File: src/rtl/rpr_pkg.sv
// Types and constants shared by the rational polyphase resampler.
// No dependencies; rpr_front, rpr_back and the top level import this package.
package rpr_pkg;

   // Fixed field widths and fixed-point format
   localparam int SAMPLE_BITS = 16;
   localparam int COEF_BITS   = 16;
   localparam int FRAC_BITS   = 15;
   localparam int INDEX_BITS  = 8;
   localparam int UP_BITS     = 6;
   localparam int DOWN_BITS   = 7;
   localparam int OFFSET_BITS = 7;

   // Control register port
   localparam int CSR_IDX_W  = 4;
   localparam int CSR_DATA_W = 8;
   localparam logic [CSR_IDX_W-1:0] CSR_UP_FACTOR   = CSR_IDX_W'(0);
   localparam logic [CSR_IDX_W-1:0] CSR_DOWN_FACTOR = CSR_IDX_W'(1);

   typedef enum logic [0:0] {
      OP_COEF   = 1'b0,
      OP_SAMPLE = 1'b1
   } opcode_type;

   // Request word as it arrives on the input queue
   typedef struct packed {
      opcode_type                    opcode;
      logic signed [SAMPLE_BITS-1:0] in_sample;
      logic [INDEX_BITS-1:0]         coef_index;
      logic signed [COEF_BITS-1:0]   coef_value;
   } req_type;

   // Response word
   typedef struct packed {
      logic signed [SAMPLE_BITS-1:0] out_sample;
      logic                          last_of_run;
   } rsp_type;

   // Classified command handed from the front end to the engine
   typedef struct packed {
      opcode_type                  op;
      logic                        coef_ok;
      logic signed [COEF_BITS-1:0] data;
      logic [INDEX_BITS-1:0]       index;
   } cmd_type;

endpackage

File: src/rtl/rpr_front.sv
// Front end: accepts request words, classifies them and queues commands.
// Depends on rpr_pkg.
module rpr_front
   import rpr_pkg::*;
#(
   parameter int TAP_COUNT = 256
) (
   input  logic    clock,
   input  logic    reset,
   input  logic    clearing,
   input  logic    req_push,
   output logic    req_full,
   input  req_type req_data,
   output logic    cmd_valid,
   output cmd_type cmd_data,
   input  logic    cmd_pop
);

   cmd_type    q_ff [2];
   logic       wr_ff, wr_in;
   logic       rd_ff, rd_in;
   logic [1:0] cnt_ff, cnt_in;
   cmd_type    cmd_new;
   logic       push, pop;

   // Classify the incoming word
   always_comb begin
      cmd_new.op      = req_data.opcode;
      cmd_new.index   = req_data.coef_index;
      cmd_new.coef_ok = 1'b0;
      cmd_new.data    = req_data.coef_value;
      case (req_data.opcode)
         OP_SAMPLE: begin
            cmd_new.data = req_data.in_sample;
         end
         OP_COEF: begin
            cmd_new.coef_ok = (32'(req_data.coef_index) < TAP_COUNT);
         end
         default: begin
            cmd_new.data = req_data.coef_value;
         end
      endcase
   end

   // Hold off requests while the queue is full or history is being cleared
   assign req_full  = (cnt_ff == 2'd2) || clearing;
   assign push      = req_push && !req_full;
   assign cmd_valid = (cnt_ff != 2'd0);
   assign pop       = cmd_pop && cmd_valid;
   assign cmd_data  = q_ff[rd_ff];

   // Advance queue pointers
   always_comb begin
      wr_in  = push ? !wr_ff : wr_ff;
      rd_in  = pop ? !rd_ff : rd_ff;
      cnt_in = cnt_ff + {1'b0, push} - {1'b0, pop};
   end

   always_ff @(posedge clock) begin
      if (push) begin
         q_ff[wr_ff] <= cmd_new;
      end
      if (reset) begin
         wr_ff  <= 1'b0;
         rd_ff  <= 1'b0;
         cnt_ff <= 2'd0;
      end else begin
         wr_ff  <= wr_in;
         rd_ff  <= rd_in;
         cnt_ff <= cnt_in;
      end
   end

endmodule

File: config.mk
export PLATFORM = sky130hd
export DESIGN_NAME = rpr_front
export DESIGN_NICKNAME = d
export VERILOG_FILES = /design/src/rtl/rpr_pkg.sv /design/src/rtl/rpr_front.sv
export SDC_FILE = /design/constraint.sdc
export NUM_CORES = 1
export LEC_CHECK = 0
export ABC_AREA = 1
export BUFFER_PORTS_ARGS = -buffer_cell sky130_fd_sc_hd__buf_2
export CORE_ASPECT_RATIO = 0.9
export CORE_MARGIN = 4
export CORE_UTILIZATION = 55
export CTS_CLUSTER_SIZE = 20
export DETAILED_ROUTE_END_ITERATION = 12
export PLACE_DENSITY = 0.85
export SLEW_MARGIN = 20
export SYNTH_ARGS = -nofsm -noshare
export SYNTH_HDL_FRONTEND = slang
export SYNTH_SLANG_ARGS = --single-unit
export TNS_END_PERCENT = 100
File: constraint.sdc
create_clock -name clock -period 3.1 [get_ports clock]
set_input_delay 0 -clock clock [delete_from_list [all_inputs] [get_ports clock]]
set_output_delay 0 -clock clock [all_outputs]
set_load 0.05 [all_outputs]
==> summary.txt <==
Global routing
  • Initial antenna violation count: 0
  • Total grt overflow: 0
  • Number of global-route vias before repair: 1,865
  • GRT Total Usage: 0.219
  • Global-route wire length before repair: 9040 um
  • Pin count of the biggest net entering global routing: 27

STA
  • Minimum clock period: 1.74 ns
  • Worst-Margin Slew: 0.998 ns
  • Max-slew violation count: 0
  • Final Setup Violations: 0
  • Post-route setup TNS: 0 ns
  • Final hold vios: 0
  • Max Clock Freq: 573 MHz
  • Relative slew slack: 0.334
  • Worst Clk Skew: 0.0104 ns
  • Final worst-path cycle share: 0.563
  • Unrepaired setup endpoints after global routing: false

Synthesis
  • Share of the synthesized area in the top cell type: 0.639
  • Synthesized net count: 221
  • Post-Synthesis Cells: 173
  • Register area share after synthesis: 0.680
  • Mapped cell area: 2440 sq um
  • Mapped Avg Cell Area: 14.1 sq um
  • Ys Warns: 0
  • Top cell type by total area after synthesis: edfxtp_1
  • Synth top area cells: edfxtp_1 64%, mux2_4 12%, nand2_1 8.8%, dfxtp_1 4.1%, mux2_2 2.8%
  • Number of library cell types mapped by synthesis: 17
  • Post-synthesis sequential element count: 57

Drt
  • Drt initial violations: 91
  • Drt via density: 4.89
  • Remaining antenna violation count: 0
  • Drt first pass iters: 4
  • DR DRC count: 0
  • Total wire length: 5770 um
  • WL per Instance: 16.1 um
  • DR vias: 1,750

Placement
  • Gp weighted congestion: 0.789
  • Dpl hpwl: 3180 um
  • Port Buffers: 73
  • Inst Count DP: 302

Floorplan
  • Initial Utilization: 0.584
  • Die Y-Extent: 71.2 um
  • Width of the die: 78.2 um
  • Top-Level Pins: 74
  • Row Count: 22
  • Core Box Area: 4180 sq um
  • Die ar.: 5570 sq um

Clock network
  • CTS Sinks: 57
  • CTS tree: done
  • Clock buffer depth: 2
  • Worst-skew pair later-pin latency: 0.32 ns
  • Worst-path clk slew: 0.06 ns
  • Post-CTS setup buffer count: 0
  • CTS Root Cell: clkbuf_8
  • CTS resizes: 0
  • Number of buffers created by CTS: 9
  • CTS HTree Levels: 3

Layout
  • Ant. Diodes: 0
  • Area Growth Syn to Fin: 41.4%
  • Final non-filler cell total: 358
  • Share of cells above drive strength 1: 0.389
  • Final nets: 341

Worst setup path
  • Startpoint Class: register
  • CP max stage cell: inv_1
  • Worst setup EP type: register
  • WP data arrival: 1.68 ns
  • Max stage delay on crit path: 0.74 ns
  • Crit path kind: reg -> reg
  • Crit path cell chain: inv_1 -> nand2_1 -> nand4_1 -> inv_1
  • Crit path required time: 3.04 ns
  • Critical path peak fanout: 26
  • Most common cell on crit path: inv_1

Run status
  • Status: complete, no violations

Power
  • Pleak: 1.52 nW
  • Max VDD drop: 0.422 mV
  • Power density over the cells: 740 nW/um^2

Min path
  • Min-Delay Path Class: in -> reg

Job
  • Max-cap viol count: 0
-- synth_stat cells --
| master | n |
|---|---|
| mux2_2 | 6 |
| buf_4 | 1 |
| inv_2 | 1 |
| nand4_1 | 1 |
| a21oi_1 | 1 |
| nand2_1 | 57 |
| edfxtp_1 | 52 |
| inv_1 | 11 |
| o21a_1 | 1 |
| buf_12 | 2 |
| mux2_4 | 20 |
| buf_2 | 2 |
| ha_1 | 2 |
| dfxtp_1 | 5 |
| nor2_1 | 7 |
| nand3_1 | 3 |
| buf_6 | 1 |
-- path summary, 6_finish.rpt --
path	startpoint	endpoint	slack, ns	cells after the start
max	cnt_ff[0]$_SDFF_PP0_	q_ff[1][1]$_DFFE_PP_	1.36	4
min	req_data[30]	q_ff[0][14]$_DFFE_PP_	0.005	3
max reg2reg	cnt_ff[0]$_SDFF_PP0_	q_ff[1][1]$_DFFE_PP_	1.36	4
min reg2reg	rd_ff$_SDFFE_PP0P_	rd_ff$_SDFFE_PP0P_	0.49	2
-- stage by stage --
step	hold WS, ns	power, mW	setup slack, ns	cell area [sq um]	utilization
4_1_cts	0.00292	2.55	1.32	3450	0.826
3_3_place_gp	0.171	1.73	1.37	2830	0.677
6_report	0.00487	2.56	1.36	3450	0.826
5_1_grt	0.0126	2.65	1.22	3450	0.826
3_5_place_dp	0.178	1.75	1.32	2830	0.677
2_1_floorplan	0.0712	1.62	0.996	2440	-
-- routing by layer --
layer	global-route usage	wire length, um	share of wire	up-vias
li1	-	-	-	835
met1	0.240	2200	0.38	828
met2	0.397	3050	0.53	74
met3	0.0477	386	0.067	13
met4	0.117	128	0.022	0
met5	0	0	0	-
-- critical path: cells and delay by family (launching register included) --
kind                   cells  cell delay, ns
and+or+nand+nor            2            0.21
buffers and inverters      2            0.80
DFF                        1            0.35
-- flip-flops by register name, indices dropped and copies added (netlist names), named ones only --
register / count
cnt_ff: 2
q_ff: 52
rd_ff: 1
wr_ff: 1
-- placed cells by master (no fill, tap or decap), drive strengths merged --
| master | n |
|---|---|
| mux2 | 26 |
| clkbuf | 13 |
| nor2 | 7 |
| inv | 12 |
| ha | 2 |
| nand2 | 57 |
| a21oi | 1 |
| o21a | 1 |
| nand3 | 3 |
| dfxtp | 5 |
| dlygate4sd3 | 40 |
| bufinv | 2 |
| clkinv | 1 |
| edfxtp | 52 |
| buf | 75 |
| nand4 | 1 |
-- cells by family (layout without fill, tap and decap cells) --
family                     count (synthesis)  after routing  share of synthesized area
AOI/OAI and AO/OA                          2              2                    0.00512
adders and majority gates                  2              2                     0.0102
buffers and inverters                     18            143                     0.0466
DFF                                       57             57                      0.680
muxes                                     26             26                      0.151
and+or+nand+nor                           68             68                      0.107
-- repair_timing --
action / 4_1_cts / 5_1_grt
setup endpoints to repair: 0 / 0
hold buffers: 40 / 0
endpoints found under the hold margin: 49 / 0
-- report_power, final --
part           total, mW  switching [mW]  internal (mW)
Sequential         0.945          0.0252          0.920
Combinational      0.841           0.554          0.287
Clock              0.770           0.275          0.495
-- area by class of cell --
type | instances | area (sq um)
timing repair buffer | 115 | 781
inverter | 12 | 45.0
clock buffer | 13 | 159
sequential | 57 | 1660
tap | 60 | 75.1
multi-input combinational | 98 | 669
fill | 228 | 729
clock inverter | 3 | 63.8
Note: power is estimated with default switching activity, not from simulation.
